<file path="src/sv/lcpg_pkg.sv">
// ----------------------------------------------------------------------------
// lcpg_pkg
// Shared types, codes and the joint limit table of the chirp generator.
// ----------------------------------------------------------------------------
`default_nettype none

package lcpg_pkg;

  localparam int SINE_INDEX_BITS_DFLT = 10;
  localparam int PHASE_BITS_DFLT      = 32;

  localparam int CFG_IDX_W  = 3;
  localparam int CFG_DATA_W = 32;
  localparam int POS_W      = 16;
  localparam int INCR_W     = 32;
  localparam int MAG_W      = 15;

  localparam logic [CFG_IDX_W-1:0] CFG_AMPLITUDE       = 3'd0;
  localparam logic [CFG_IDX_W-1:0] CFG_START_INCREMENT = 3'd1;
  localparam logic [CFG_IDX_W-1:0] CFG_INCREMENT_STEP  = 3'd2;
  localparam logic [CFG_IDX_W-1:0] CFG_SWEEP_TICKS     = 3'd3;
  localparam logic [CFG_IDX_W-1:0] CFG_JOINT_SELECT    = 3'd4;

  localparam logic OP_SAMPLE = 1'b0;
  localparam logic OP_TICK   = 1'b1;

  typedef struct packed {
    logic [14:0]        amplitude;
    logic [30:0]        start_increment;
    logic signed [24:0] increment_step;
    logic [15:0]        sweep_ticks;
    logic [2:0]         joint_select;
  } cfg_t;

  typedef struct packed {
    logic signed [INCR_W-1:0] incr;
    logic signed [POS_W-1:0]  start_pos;
    logic                     done;
  } item_t;

  typedef struct packed {
    logic             neg;
    logic [MAG_W-1:0] mag;
  } sine_t;

  function automatic logic signed [POS_W-1:0] lim_lo(input logic [2:0] j);
    unique case (j)
      3'd0:    lim_lo = -16'sd9650;
      3'd1:    lim_lo = -16'sd9650;
      3'd2:    lim_lo = -16'sd3215;
      3'd3:    lim_lo = 16'sd0;
      3'd4:    lim_lo = -16'sd3215;
      3'd5:    lim_lo = 16'sd0;
      default: lim_lo = -16'sd6435;
    endcase
  endfunction

  function automatic logic signed [POS_W-1:0] lim_hi(input logic [2:0] j);
    unique case (j)
      3'd0:    lim_hi = 16'sd3215;
      3'd1:    lim_hi = 16'sd0;
      3'd2:    lim_hi = 16'sd6435;
      3'd3:    lim_hi = 16'sd7148;
      3'd4:    lim_hi = 16'sd6435;
      3'd5:    lim_hi = 16'sd3215;
      default: lim_hi = 16'sd5718;
    endcase
  endfunction

endpackage

`default_nettype wire

</file>
<file path="src/sv/lcpg_regs.sv">
// ----------------------------------------------------------------------------
// lcpg_regs
// Configuration register file, written one register per beat.
// ----------------------------------------------------------------------------
`default_nettype none

module lcpg_regs (
  input  wire logic                               clk,
  input  wire logic                               rst_n,
  input  wire logic                               wr_en,
  input  wire logic [lcpg_pkg::CFG_IDX_W-1:0]     wr_index,
  input  wire logic [lcpg_pkg::CFG_DATA_W-1:0]    wr_data,
  output lcpg_pkg::cfg_t                          cfg
);
  import lcpg_pkg::*;

  cfg_t cfg_r;

  always_ff @(posedge clk) begin
    if (!rst_n) begin
      cfg_r.amplitude       <= 15'd492;
      cfg_r.start_increment <= 31'd4294967;
      cfg_r.increment_step  <= 25'sd15032;
      cfg_r.sweep_ticks     <= 16'd4000;
      cfg_r.joint_select    <= 3'd3;
    end else if (wr_en) begin
      unique case (wr_index)
        CFG_AMPLITUDE:       cfg_r.amplitude       <= wr_data[14:0];
        CFG_START_INCREMENT: cfg_r.start_increment <= wr_data[30:0];
        CFG_INCREMENT_STEP:  cfg_r.increment_step  <= $signed(wr_data[24:0]);
        CFG_SWEEP_TICKS:     cfg_r.sweep_ticks     <= wr_data[15:0];
        CFG_JOINT_SELECT:    cfg_r.joint_select    <= wr_data[2:0];
        default: begin
        end
      endcase
    end
  end

  assign cfg = cfg_r;

endmodule

`default_nettype wire

</file>
<file path="src/sv/lcpg_ctrl.sv">
// ----------------------------------------------------------------------------
// lcpg_ctrl
// Sweep state, phase accumulator and the first pipeline register.
// ----------------------------------------------------------------------------
`default_nettype none

module lcpg_ctrl #(
  parameter int SINE_INDEX_BITS = lcpg_pkg::SINE_INDEX_BITS_DFLT,
  parameter int PHASE_BITS      = lcpg_pkg::PHASE_BITS_DFLT
) (
  input  wire logic                              clk,
  input  wire logic                              rst_n,
  input  lcpg_pkg::cfg_t                         cfg,
  input  wire logic                              in_valid,
  output logic                                   in_ready,
  input  wire logic                              in_opcode,
  input  wire logic signed [lcpg_pkg::POS_W-1:0] in_sample_position,
  output logic                                   dn_valid,
  input  wire logic                              dn_ready,
  output lcpg_pkg::item_t                        dn_item,
  output logic [SINE_INDEX_BITS+1:0]             dn_top
);
  import lcpg_pkg::*;

  localparam int TOP_W = SINE_INDEX_BITS + 2;

  logic                    have_sample_r, have_sample_nxt;
  logic                    started_r, started_nxt;
  logic                    finished_r, finished_nxt;
  logic signed [POS_W-1:0] latest_pos_r, latest_pos_nxt;
  logic signed [POS_W-1:0] start_pos_r, start_pos_nxt;
  logic [PHASE_BITS-1:0]   phase_r, phase_nxt;
  logic [15:0]             tick_r, tick_nxt;
  logic [INCR_W-1:0]       incr_r, incr_nxt;

  logic                    accept;
  logic                    emit;
  item_t                   item_nxt;

  logic                    v_r;
  item_t                   item_r;
  logic [TOP_W-1:0]        top_r;

  assign in_ready = !v_r || dn_ready;
  assign accept   = in_valid && in_ready;

  always_comb begin
    have_sample_nxt = have_sample_r;
    started_nxt     = started_r;
    finished_nxt    = finished_r;
    latest_pos_nxt  = latest_pos_r;
    start_pos_nxt   = start_pos_r;
    phase_nxt       = phase_r;
    tick_nxt        = tick_r;
    incr_nxt        = incr_r;
    emit            = 1'b0;
    item_nxt.incr      = '0;
    item_nxt.start_pos = start_pos_r;
    item_nxt.done      = 1'b0;
    if (accept) begin
      if (in_opcode == OP_SAMPLE) begin
        latest_pos_nxt  = in_sample_position;
        have_sample_nxt = 1'b1;
      end else if (have_sample_r) begin
        if (!started_r) begin
          start_pos_nxt = latest_pos_r;
          phase_nxt     = '0;
          tick_nxt      = '0;
          incr_nxt      = {1'b0, cfg.start_increment};
          started_nxt   = 1'b1;
        end else begin
          emit         = 1'b1;
          finished_nxt = finished_r || (tick_r >= cfg.sweep_ticks);
          if (finished_nxt) begin
            item_nxt.done = 1'b1;
          end else begin
            tick_nxt      = tick_r + 16'd1;
            incr_nxt      = incr_r + {{(INCR_W-25){cfg.increment_step[24]}},
                                      cfg.increment_step};
            phase_nxt     = phase_r + incr_nxt[PHASE_BITS-1:0];
            item_nxt.incr = $signed(incr_nxt);
          end
        end
      end
    end
  end

  always_ff @(posedge clk) begin
    if (!rst_n) begin
      have_sample_r <= 1'b0;
      started_r     <= 1'b0;
      finished_r    <= 1'b0;
      latest_pos_r  <= '0;
      start_pos_r   <= '0;
      phase_r       <= '0;
      tick_r        <= '0;
      incr_r        <= '0;
      v_r           <= 1'b0;
    end else begin
      have_sample_r <= have_sample_nxt;
      started_r     <= started_nxt;
      finished_r    <= finished_nxt;
      latest_pos_r  <= latest_pos_nxt;
      start_pos_r   <= start_pos_nxt;
      phase_r       <= phase_nxt;
      tick_r        <= tick_nxt;
      incr_r        <= incr_nxt;
      if (in_ready) begin
        v_r <= emit;
      end
    end
  end

  always_ff @(posedge clk) begin
    if (emit) begin
      item_r <= item_nxt;
      top_r  <= phase_nxt[PHASE_BITS-1 -: TOP_W];
    end
  end

  assign dn_valid = v_r;
  assign dn_item  = item_r;
  assign dn_top   = top_r;

endmodule

`default_nettype wire

</file>
<file path="src/sv/lcpg_sine.sv">
// ----------------------------------------------------------------------------
// lcpg_sine
// Five-stage quarter-wave sine: fold, square, then Horner steps per stage.
// ----------------------------------------------------------------------------
`default_nettype none

module lcpg_sine #(
  parameter int SINE_INDEX_BITS = lcpg_pkg::SINE_INDEX_BITS_DFLT
) (
  input  wire logic                          clk,
  input  wire logic                          rst_n,
  input  wire logic                          up_valid,
  output logic                               up_ready,
  input  lcpg_pkg::item_t                    up_item,
  input  wire logic [SINE_INDEX_BITS+1:0]    up_top,
  output logic                               dn_valid,
  input  wire logic                          dn_ready,
  output lcpg_pkg::item_t                    dn_item,
  output lcpg_pkg::sine_t                    dn_sine
);
  import lcpg_pkg::*;

  localparam int N  = 1 << SINE_INDEX_BITS;
  localparam int SH = 16 - SINE_INDEX_BITS;

  logic [SINE_INDEX_BITS-1:0] idx;
  logic [1:0]                 quad;
  logic [SINE_INDEX_BITS:0]   k;
  logic [16:0]                x0;
  logic [33:0]                m1;
  logic [25:0]                m2;
  logic [12:0]                p1;
  logic [29:0]                m3;
  logic [15:0]                p2;
  logic [32:0]                m4;
  logic [16:0]                p3;
  logic [33:0]                m5;
  logic [16:0]                s5;

  logic        v1_r, v2_r, v3_r, v4_r, v5_r;
  logic        rdy1, rdy2, rdy3, rdy4, rdy5;
  item_t       it1_r, it2_r, it3_r, it4_r, it5_r;
  logic        n1_r, n2_r, n3_r, n4_r;
  logic [16:0] x1_r, x2_r, x3_r, x4_r;
  logic [16:0] sq1_r, sq2_r, sq3_r;
  logic [12:0] p1_r;
  logic [15:0] p2_r;
  logic [16:0] p3_r;
  sine_t       sine5_r;

  assign rdy5     = !v5_r || dn_ready;
  assign rdy4     = !v4_r || rdy5;
  assign rdy3     = !v3_r || rdy4;
  assign rdy2     = !v2_r || rdy3;
  assign rdy1     = !v1_r || rdy2;
  assign up_ready = rdy1;

  assign idx  = up_top[SINE_INDEX_BITS-1:0];
  assign quad = up_top[SINE_INDEX_BITS+1:SINE_INDEX_BITS];
  assign k    = quad[0] ? ((SINE_INDEX_BITS+1)'(N) - {1'b0, idx}) : {1'b0, idx};
  assign x0   = 17'(k) << SH;
  assign m1   = {17'd0, x0} * {17'd0, x0};

  assign m2 = {9'd0, sq1_r} * 26'd307;
  assign p1 = 13'd5223 - {3'd0, m2[25:16]};

  assign m3 = {13'd0, sq2_r} * {17'd0, p1_r};
  assign p2 = 16'd42334 - {2'd0, m3[29:16]};

  assign m4 = {16'd0, sq3_r} * {17'd0, p2_r};
  assign p3 = 17'd102944 - m4[32:16];

  assign m5 = {17'd0, x4_r} * {17'd0, p3_r};
  assign s5 = m5[33:17];

  always_ff @(posedge clk) begin
    if (!rst_n) begin
      v1_r <= 1'b0;
      v2_r <= 1'b0;
      v3_r <= 1'b0;
      v4_r <= 1'b0;
      v5_r <= 1'b0;
    end else begin
      if (rdy1) v1_r <= up_valid;
      if (rdy2) v2_r <= v1_r;
      if (rdy3) v3_r <= v2_r;
      if (rdy4) v4_r <= v3_r;
      if (rdy5) v5_r <= v4_r;
    end
  end

  always_ff @(posedge clk) begin
    if (rdy1 && up_valid) begin
      it1_r <= up_item;
      n1_r  <= quad[1];
      x1_r  <= x0;
      sq1_r <= m1[32:16];
    end
    if (rdy2 && v1_r) begin
      it2_r <= it1_r;
      n2_r  <= n1_r;
      x2_r  <= x1_r;
      sq2_r <= sq1_r;
      p1_r  <= p1;
    end
    if (rdy3 && v2_r) begin
      it3_r <= it2_r;
      n3_r  <= n2_r;
      x3_r  <= x2_r;
      sq3_r <= sq2_r;
      p2_r  <= p2;
    end
    if (rdy4 && v3_r) begin
      it4_r <= it3_r;
      n4_r  <= n3_r;
      x4_r  <= x3_r;
      p3_r  <= p3;
    end
    if (rdy5 && v4_r) begin
      it5_r       <= it4_r;
      sine5_r.neg <= n4_r;
      sine5_r.mag <= (s5 > 17'd32767) ? 15'h7fff : s5[MAG_W-1:0];
    end
  end

  assign dn_valid = v5_r;
  assign dn_item  = it5_r;
  assign dn_sine  = sine5_r;

endmodule

`default_nettype wire

</file>
<file path="src/sv/lcpg_scale.sv">
// ----------------------------------------------------------------------------
// lcpg_scale
// Amplitude scaling with rounding, offset by the start position, clamp to the
// joint limits, and the output register.
// ----------------------------------------------------------------------------
`default_nettype none

module lcpg_scale (
  input  wire logic                                clk,
  input  wire logic                                rst_n,
  input  lcpg_pkg::cfg_t                           cfg,
  input  wire logic                                up_valid,
  output logic                                     up_ready,
  input  lcpg_pkg::item_t                          up_item,
  input  lcpg_pkg::sine_t                          up_sine,
  output logic                                     out_valid,
  input  wire logic                                out_ready,
  output logic signed [lcpg_pkg::POS_W-1:0]        out_command_position,
  output logic signed [lcpg_pkg::INCR_W-1:0]       out_current_increment,
  output logic                                     out_sweep_done
);
  import lcpg_pkg::*;

  logic [29:0]             m6;
  logic [29:0]             r6;

  logic                    v6_r;
  logic                    rdy6, rdy7;
  item_t                   it6_r;
  logic                    n6_r;
  logic [MAG_W-1:0]        d6_r;

  logic signed [16:0]      delta;
  logic signed [17:0]      sum;
  logic signed [17:0]      lo, hi;
  logic signed [POS_W-1:0] cmd_nxt;

  logic                    v7_r;
  logic signed [POS_W-1:0] cmd_r;
  logic signed [INCR_W-1:0] incr_r;
  logic                    done_r;

  assign rdy7     = !v7_r || out_ready;
  assign rdy6     = !v6_r || rdy7;
  assign up_ready = rdy6;

  assign m6 = {15'd0, cfg.amplitude} * {15'd0, up_sine.mag};
  assign r6 = m6 + 30'd16384;

  assign delta = n6_r ? -$signed({2'b00, d6_r}) : $signed({2'b00, d6_r});
  assign sum   = {{2{it6_r.start_pos[POS_W-1]}}, it6_r.start_pos} + 18'(delta);
  assign lo    = 18'(lim_lo(cfg.joint_select));
  assign hi    = 18'(lim_hi(cfg.joint_select));

  always_comb begin
    if (it6_r.done) begin
      cmd_nxt = it6_r.start_pos;
    end else if (sum < lo) begin
      cmd_nxt = lo[POS_W-1:0];
    end else if (sum > hi) begin
      cmd_nxt = hi[POS_W-1:0];
    end else begin
      cmd_nxt = sum[POS_W-1:0];
    end
  end

  always_ff @(posedge clk) begin
    if (!rst_n) begin
      v6_r <= 1'b0;
      v7_r <= 1'b0;
    end else begin
      if (rdy6) v6_r <= up_valid;
      if (rdy7) v7_r <= v6_r;
    end
  end

  always_ff @(posedge clk) begin
    if (rdy6 && up_valid) begin
      it6_r <= up_item;
      n6_r  <= up_sine.neg;
      d6_r  <= r6[29:15];
    end
    if (rdy7 && v6_r) begin
      cmd_r  <= cmd_nxt;
      incr_r <= it6_r.incr;
      done_r <= it6_r.done;
    end
  end

  assign out_valid             = v7_r;
  assign out_command_position  = cmd_r;
  assign out_current_increment = incr_r;
  assign out_sweep_done        = done_r;

endmodule

`default_nettype wire

</file>
<file path="src/sv/linear_chirp_position_generator.sv">
// ----------------------------------------------------------------------------
// linear_chirp_position_generator
// Linear-chirp position command for one joint, sine from a polynomial
// quarter wave, clamped to the selected joint's limits.
//
//   channel | direction | beat contents
//   in_     | input     | opcode, sample_position
//   out_    | output    | command_position, current_increment, sweep_done
//   cfg_    | input     | register index, write data
//
// One item per cycle while the output is not stalled; a result passes the
// eight-register path ctrl, five sine stages, scale, output.
// Samples and the latching tick update state only and leave no result.
// A full stage holds while its successor holds, so bubbles close up under a
// stalled output. rst_n is synchronous; config writes are taken every cycle.
// ----------------------------------------------------------------------------
`default_nettype none

module linear_chirp_position_generator #(
  parameter int SINE_INDEX_BITS = lcpg_pkg::SINE_INDEX_BITS_DFLT,
  parameter int PHASE_BITS      = lcpg_pkg::PHASE_BITS_DFLT
) (
  input  wire logic                                clk,
  input  wire logic                                rst_n,
  input  wire logic                                in_valid,
  output logic                                     in_ready,
  input  wire logic                                in_opcode,
  input  wire logic signed [lcpg_pkg::POS_W-1:0]   in_sample_position,
  output logic                                     out_valid,
  input  wire logic                                out_ready,
  output logic signed [lcpg_pkg::POS_W-1:0]        out_command_position,
  output logic signed [lcpg_pkg::INCR_W-1:0]       out_current_increment,
  output logic                                     out_sweep_done,
  input  wire logic                                cfg_valid,
  output logic                                     cfg_ready,
  input  wire logic [lcpg_pkg::CFG_IDX_W-1:0]      cfg_index,
  input  wire logic [lcpg_pkg::CFG_DATA_W-1:0]     cfg_data
);
  import lcpg_pkg::*;

  cfg_t                       cfg;
  logic                       c_valid, c_ready;
  item_t                      c_item;
  logic [SINE_INDEX_BITS+1:0] c_top;
  logic                       s_valid, s_ready;
  item_t                      s_item;
  sine_t                      s_sine;

  assign cfg_ready = 1'b1;

  lcpg_regs u_regs (
    .clk      (clk),
    .rst_n    (rst_n),
    .wr_en    (cfg_valid && cfg_ready),
    .wr_index (cfg_index),
    .wr_data  (cfg_data),
    .cfg      (cfg)
  );

  lcpg_ctrl #(
    .SINE_INDEX_BITS (SINE_INDEX_BITS),
    .PHASE_BITS      (PHASE_BITS)
  ) u_ctrl (
    .clk                (clk),
    .rst_n              (rst_n),
    .cfg                (cfg),
    .in_valid           (in_valid),
    .in_ready           (in_ready),
    .in_opcode          (in_opcode),
    .in_sample_position (in_sample_position),
    .dn_valid           (c_valid),
    .dn_ready           (c_ready),
    .dn_item            (c_item),
    .dn_top             (c_top)
  );

  lcpg_sine #(
    .SINE_INDEX_BITS (SINE_INDEX_BITS)
  ) u_sine (
    .clk      (clk),
    .rst_n    (rst_n),
    .up_valid (c_valid),
    .up_ready (c_ready),
    .up_item  (c_item),
    .up_top   (c_top),
    .dn_valid (s_valid),
    .dn_ready (s_ready),
    .dn_item  (s_item),
    .dn_sine  (s_sine)
  );

  lcpg_scale u_scale (
    .clk                   (clk),
    .rst_n                 (rst_n),
    .cfg                   (cfg),
    .up_valid              (s_valid),
    .up_ready              (s_ready),
    .up_item               (s_item),
    .up_sine               (s_sine),
    .out_valid             (out_valid),
    .out_ready             (out_ready),
    .out_command_position  (out_command_position),
    .out_current_increment (out_current_increment),
    .out_sweep_done        (out_sweep_done)
  );

endmodule

`default_nettype wire
</file>
<file path="config.mk">
export PLATFORM = sky130hd
export DESIGN_NAME = linear_chirp_position_generator
export DESIGN_NICKNAME = d
export VERILOG_FILES = /design/src/sv/lcpg_pkg.sv /design/src/sv/lcpg_regs.sv /design/src/sv/lcpg_ctrl.sv /design/src/sv/lcpg_sine.sv /design/src/sv/lcpg_scale.sv /design/src/sv/linear_chirp_position_generator.sv
export SDC_FILE = /design/constraint.sdc
export NUM_CORES = 2
export LEC_CHECK = 0
export BUFFER_PORTS_ARGS = -buffer_cell sky130_fd_sc_hd__buf_2
export CORE_ASPECT_RATIO = 0.6
export CORE_MARGIN = 4
export CORE_UTILIZATION = 50
export CTS_BUF_LIST = sky130_fd_sc_hd__clkbuf_8
export DETAILED_ROUTE_END_ITERATION = 10
export PLACE_DENSITY = 0.66
export SLEW_MARGIN = 20
export SYNTH_ARGS = -nofsm -noshare
export SYNTH_HDL_FRONTEND = slang
export SYNTH_SLANG_ARGS = --single-unit
</file>
<file path="constraint.sdc">
create_clock -name clk -period 9.6 [get_ports clk]
set_clock_uncertainty 0.05 [all_clocks]
set_input_delay 0.96 -clock clk [delete_from_list [all_inputs] [get_ports clk]]
set_output_delay 0.96 -clock clk [all_outputs]
set_load 0.005 [all_outputs]
</file>
# == After elaboration in Yosys (flattened, before gate mapping) ==
# Index checks and enable logic that the tools add are counted.
# word_totals
regBits,794
inputBits,57
word_cells,162
# op_classes
addsub,10
mul,6
n_lt_le_gt_ge,4
n_eq_ne,10
muxes,21
bitwise,4
reduce_logical,42
# ops
op,count
two-way mux 32 bit,7
two-way mux 16 bit,5
adder 32 bit,2
one-hot mux 13 bit (4 select lines),1
one-hot mux 16 bit (3 select lines),1
multiplier 17 x 16 -> 33 bit,1
"adder 30 x 15 -> 30 bit, second input constant",1
multiplier 15 x 15 -> 30 bit,1
multiplier 17 x 13 -> 30 bit,1
multiplier 11 x 17 -> 28 bit,1
"multiplier 17 x 9 -> 26 bit, second input constant",1
multiplier 11 x 11 -> 21 bit,1
adder 16 x 17 -> 18 bit,1
> comparator 18 x 14 -> 1 bit,1
less-than comparator 18 x 16 -> 1 bit,1
"> comparator 17 x 15 -> 1 bit, second input constant",1
two-way mux 17 bit,1
negator 15 -> 17 bit,1
"subtractor 17 bit, first input constant",1
"adder 16 x 1 -> 16 bit, second input constant",1
>= comparator 16 bit,1
"subtractor 16 x 14 -> 16 bit, first input constant",1
"subtractor 13 x 10 -> 13 bit, first input constant",1
"equality test 3 x 2 -> 1 bit, second input constant",4
16 further kinds,59

# == Depth between registers and ports, before layout ==
# logic_depth
ltp_word,12
depth_mapped,29
depth_no_buf,28

# == By module ==
# Synthesis repeated with hierarchy kept, for this count alone.
# unflattened
cells_unflattened,6363
area_unflattened_um2,66557.6
# by_module_without_submodules
module,n_inst,cells_per_inst,area_per_inst_um2,seq_area_each_um2
lcpg_sine,1,3541,39355.2,12231.7
lcpg_scale,1,1293,13372.8,3463.3
lcpg_ctrl,1,1176,10243.6,4154.0
lcpg_regs,1,351,3574.7,1801.7
linear_chirp_position_generator,1,2,11.3,0.0

# == Least setup slack after synthesis ==
# No wires, ideal clock.
# synth_path
kind,input-to-reg
start,input out_ready
end,"register u_sine.it1_r[0] (netlist name), enable pin"
setup_time_ps,634
arrival_time_ps,7250
t_required_ps,8916
setup_slack_ps,1666
path_stages,4
path_buffers,0
cell_sequence,and4b_1 and3_1 and2_1 a21boi_0
# synth_via
elab_chain_len,8
# synth_rtl
item,line,source
"start, declared",linear_chirp_position_generator.sv:30,"input wire logic out_ready,"
logical OR 1 bit,lcpg_scale.sv:43,assign rdy7 = !v7_r || out_ready;
logical OR 1 bit,lcpg_scale.sv:44,assign rdy6 = !v6_r || rdy7;
logical OR 1 bit,lcpg_sine.sv:51,assign rdy5 = !v5_r || dn_ready;
logical OR 1 bit,lcpg_sine.sv:52,assign rdy4 = !v4_r || rdy5;
logical OR 1 bit,lcpg_sine.sv:53,assign rdy3 = !v3_r || rdy4;
logical OR 1 bit,lcpg_sine.sv:54,assign rdy2 = !v2_r || rdy3;
logical OR 1 bit,lcpg_sine.sv:55,assign rdy1 = !v1_r || rdy2;
logical AND 1 bit,lcpg_sine.sv:93,if (rdy1 && up_valid) begin
"end signal, assigned",lcpg_sine.sv:94,it1_r <= up_item;
"end, declared",lcpg_sine.sv:42,"item_t it1_r, it2_r, it3_r, it4_r, it5_r;"
# No other way between the ends.
# A chain may end at the register's enable or synchronous reset.

# == Final worst setup path ==
# layout_path
start,register u_sine.sq3_r[10]
end,"register u_sine.p3_r[16], data pin"
# layout_via
elab_chain_len,2
# layout_rtl
item,line,source
"start, declared",lcpg_sine.sv:45,"logic [16:0] sq1_r, sq2_r, sq3_r;"
"start signal, assigned",lcpg_sine.sv:110,sq3_r <= sq2_r;
multiplier 17 x 16 -> 33 bit,lcpg_sine.sv:70,"assign m4 = {16'd0, sq3_r} * {17'd0, p2_r};"
subtractor 17 bit,lcpg_sine.sv:71,assign p3 = 17'd102944 - m4[32:16];
net u_sine.p3[16],lcpg_sine.sv:36,logic [16:0] p3;
"end signal, assigned",lcpg_sine.sv:117,p3_r <= p3;
"end, declared",lcpg_sine.sv:48,logic [16:0] p3_r;
# The timed path passes the listed nets, and every way through them passes these cells.

==> metrics.md <==
| Metric | Value |
|---|---|
| Worst Tran Pin Value | 1.11 ns |
| Async S/R FF share, synth | 0% |
| Routed Antenna Nets | 0 |
| Final count of pins violating max slew | 0 |
| Worst skew pair latency | 0.81 ns |
| CTS tree | done |
| Gr ovfl total | 0 |
| CP endpoint kind | flip-flop |
| Cts bufs inserted | 113 |
| Required @ worst endpoint | 10.18 ns |
| # Max-Cap Violations | 0 |
| Seq/Total Area, Yosys | 33.3% |
| 1st-pass router iterations | 5 |
| Synth warnings | 0 |
| Post-DR wirelength/cell | 19.7 um |
| NumNets Final | 7740 |
| Core box area | 129000 um2 |
| Cell accounting for the most synthesized area | edfxtp_1 |
| Row count | 102 |
| Initial antenna violation count | 3 |
| Count leader, synth | inv_1 |
| Synthesized area | 65000 um2 |
| Synth Flop Type | edfxtp_1 |
| Final setup margin | 1.53 ns |
| Crit-path max FO | 16 |
| Buffers on Ports | 106 |
| Int Power | 5400 uW |
| Starting DRT DRC Count | 3454 |
| Crit-path slowest cell | edfxtp_1 |
| Vias in the first global route | 45474 |
| Slowest cell delay on critical path | 1.01 ns |
| IO Count | 109 |
| Post-CTS repair timing setup buffer count | 0 |
| Sink Count | 792 |
| Area grow syn2layout | 7.04% |
| Cts hold-fix bufs | 0 |
| Die X | 473 um |
| P_leak | 0.0313 uW |
| Clock-pin slew on the worst setup and hold paths | 0.07 ns |
| Starting density of the core | 50.4% |
| Sequential power share | 50.8% |
| Final Hold Viols | 0 |
| Worst path most repeated cell | fa_1 |
| First-pass GRT wire length | 257000 um |
| Avg Vias per Cell | 5.50 |
| Maximum clock path buffer count | 3 |
| CP arrival | 8.65 ns |
| Critical Path Source Type | flip-flop |
| Critical Setup Path Class | flip-flop to flip-flop |
| Switch Pwr | 1850 uW |
| Net Sw Frac | 25.5% |
| Via count | 44730 |
| Pre-CTS setup slack | 1.67 ns |
| Die footprint | 136000 um2 |
| Tcrit/Tclk final | 84.1% |
| H-tree lvl count | 3 |
| Crit path max-delay family | adder cells |
| Worst VDD drop | 99.9 uV |
| Final setup violation count | 0 |
| Clock power frac | 39.0% |
| Mapped Cells | 6289 |
| Syn_area_per_cell | 10.3 um2 |
| Synth top area cells | edfxtp_1 27%, fa_1 23%, ha_1 11%, dfxtp_1 6.6%, inv_1 5.7% |
| Fmax | 124 MHz |
| Yosys cell types | 92 |
| Critical-path cell list | nand2_1, fa_1, fa_1, fa_1, fa_1, inv_1, fa_1, fa_1, ha_1, a21o_1, a31o_1, a21oi_1, o21bai_1, a21oi_1, xor2_1, ha_1, nor4b_2, o21a_1, a311oi_2, o32a_1, nand4b_1, nor3_1 |
| Final setup TNS | 0 ns |
| Pin count of the biggest net entering global routing | 75 |
| GRT Total Usage | 24.1% |
| RSZ-0062 raised after global routing | false |
| Cell area power density | 104 nW/um2 |
| Post-route minimum period | 8.07 ns |
| Buf/Inv on CP | 1 |
| GPL Wtd Cong | 0.909 |
| Logic pwr share | 10.2% |
| Status | finished, final reports clean |
| Hold Crit Class | flip-flop to flip-flop |
| Root buffer selected by CTS | clkbuf_8 |
| Post-synth EDFFs | 579 |
| Share of layout cells above drive strength 1 | 5.56% |
| Synth top area share | 26.7% |
| DP Wirelength | 123000 um |
| Slew headroom | 25.0% |
| #FFs+latches synth | 792 |
| Synth top cells by count | 981 x inv_1, 940 x nand2_1, 760 x fa_1 |
| Post-CTS sizing | 0 |
| Drc violations | 0 |
| DRT Wirelength | 160000 um |
| Die Ht | 287 um |
[cell usage in the layout, fill, tap and decap left out, types with 19 or more instances in the layout]
cell type,n
nand3_1,78
nor2b_1,44
a21oi_1,268
o21ai_0,93
a31oi_1,30
buf_2,106
clkbuf_8,119
o21a_1,50
xor2_1,61
edfxtp_1,579
ha_1,595
or3_1,30
nor2_1,216
or2_2,19
nand2b_1,25
clkinv_2,19
nand4_1,29
xnor2_1,140
o211ai_1,21
o21ai_1,22
nand2_1,940
dfxtp_1,213
and3_1,49
inv_1,1007
nor3_1,60
clkinv_1,26
buf_4,38
a21o_1,56
and2_1,392
fa_1,760
o31ai_1,20
[through the flow]
stage                     utilization, %  hold slack, ns  instances  power (uW)  area, um2
final                               53.9           0.303       8140        7250      69600
after global routing                53.9           0.263       8139        7570      69600
after CTS                           53.9           0.240       8138        7320      69600
after detailed placement            52.1           0.355       7929        4490      67200
after global placement              52.1           0.351       7929        4470      67200
after floorplan                        -           0.350       6296        4270      65000
[layout make-up]
| class | instances | area [um2] |
|---|---|---|
| flip-flops and latches | 792 | 21700 |
| multi-input cells | 4293 | 38900 |
| inverters | 984 | 3700 |
| repair buffers | 144 | 816 |
| well taps | 1716 | 2150 |
| clock inverters | 90 | 707 |
| diodes | 2 | 5.00 |
| clock buffers | 119 | 1640 |
| fillers | 11301 | 59400 |
[cell families after synthesis]
logic type | count (synthesis) | share of synthesized area [%]
AO/OA/AOI/OAI | 772 | 7.80
AND/OR/NAND/NOR | 1944 | 14.1
flip-flops | 792 | 33.3
buffers and inverters | 1211 | 7.01
other | 2 | 0.0116
adder cells (fa/ha/maj) | 1355 | 34.9
multiplexers | 12 | 0.189
XOR/XNOR | 201 | 2.71
[worst reg2reg max path, stage by stage (launching register included)]
cell and delay, ns:
edfxtp_1 1.01, nand2_1 0.18, fa_1 0.58, fa_1 0.58, fa_1 0.45, fa_1 0.56
inv_1 0.05, fa_1 0.49, fa_1 0.41, ha_1 0.38, a21o_1 0.19, a31o_1 0.18
a21oi_1 0.32, o21bai_1 0.20, a21oi_1 0.20, xor2_1 0.09, ha_1 0.24, nor4b_2 0.19
o21a_1 0.23, a311oi_2 0.68, o32a_1 0.28, nand4b_1 0.10, nor3_1 0.25
[power groups by stage]
| stage | sequential [uW] | combinational [uW] | clock (uW) |
|---|---|---|---|
| after global routing | 3680 | 844 | 3040 |
| after floorplan | 3750 | 522 | 0 |
| after detailed placement | 3760 | 728 | 0 |
| after global placement | 3760 | 711 | 0 |
| final | 3680 | 742 | 2820 |
| after CTS | 3680 | 739 | 2900 |
[routing by layer]
layer / track usage [%] / up-vias / wire (um)
li1: - / 20618 / -
met1: 38.6 / 22130 / 79200
met2: 31.9 / 1803 / 61100
met3: 6.97 / 177 / 16900
met4: 5.20 / 2 / 3170
met5: 0 / - / 13
[flip-flops by register name, summed over array words and instances, names as in the netlist, 32 cells and up]
register and cells:
u_ctrl.dn_item 49, u_ctrl.incr_r 32, u_ctrl.phase_r 32, u_regs.cfg 90, u_scale.it6_r 49, u_scale.out_current_increment 32, u_sine.dn_item 49, u_sine.it1_r 49
u_sine.it2_r 49, u_sine.it3_r 49, u_sine.it4_r 49
[worst paths after layout]
kind / endpoint / cells past startpoint / startpoint / slack [ns]
setup / recovery: u_sine.p3_r[16] / 22 / u_sine.sq3_r[10] / 1.53
hold / removal: u_scale.it6_r[16] / 0 / u_sine.dn_item[16] / 0.30
setup reg to reg: u_sine.p3_r[16] / 22 / u_sine.sq3_r[10] / 1.53
hold reg to reg: u_scale.it6_r[16] / 0 / u_sine.dn_item[16] / 0.30
Note: power is estimated with default switching activity, not from simulation.
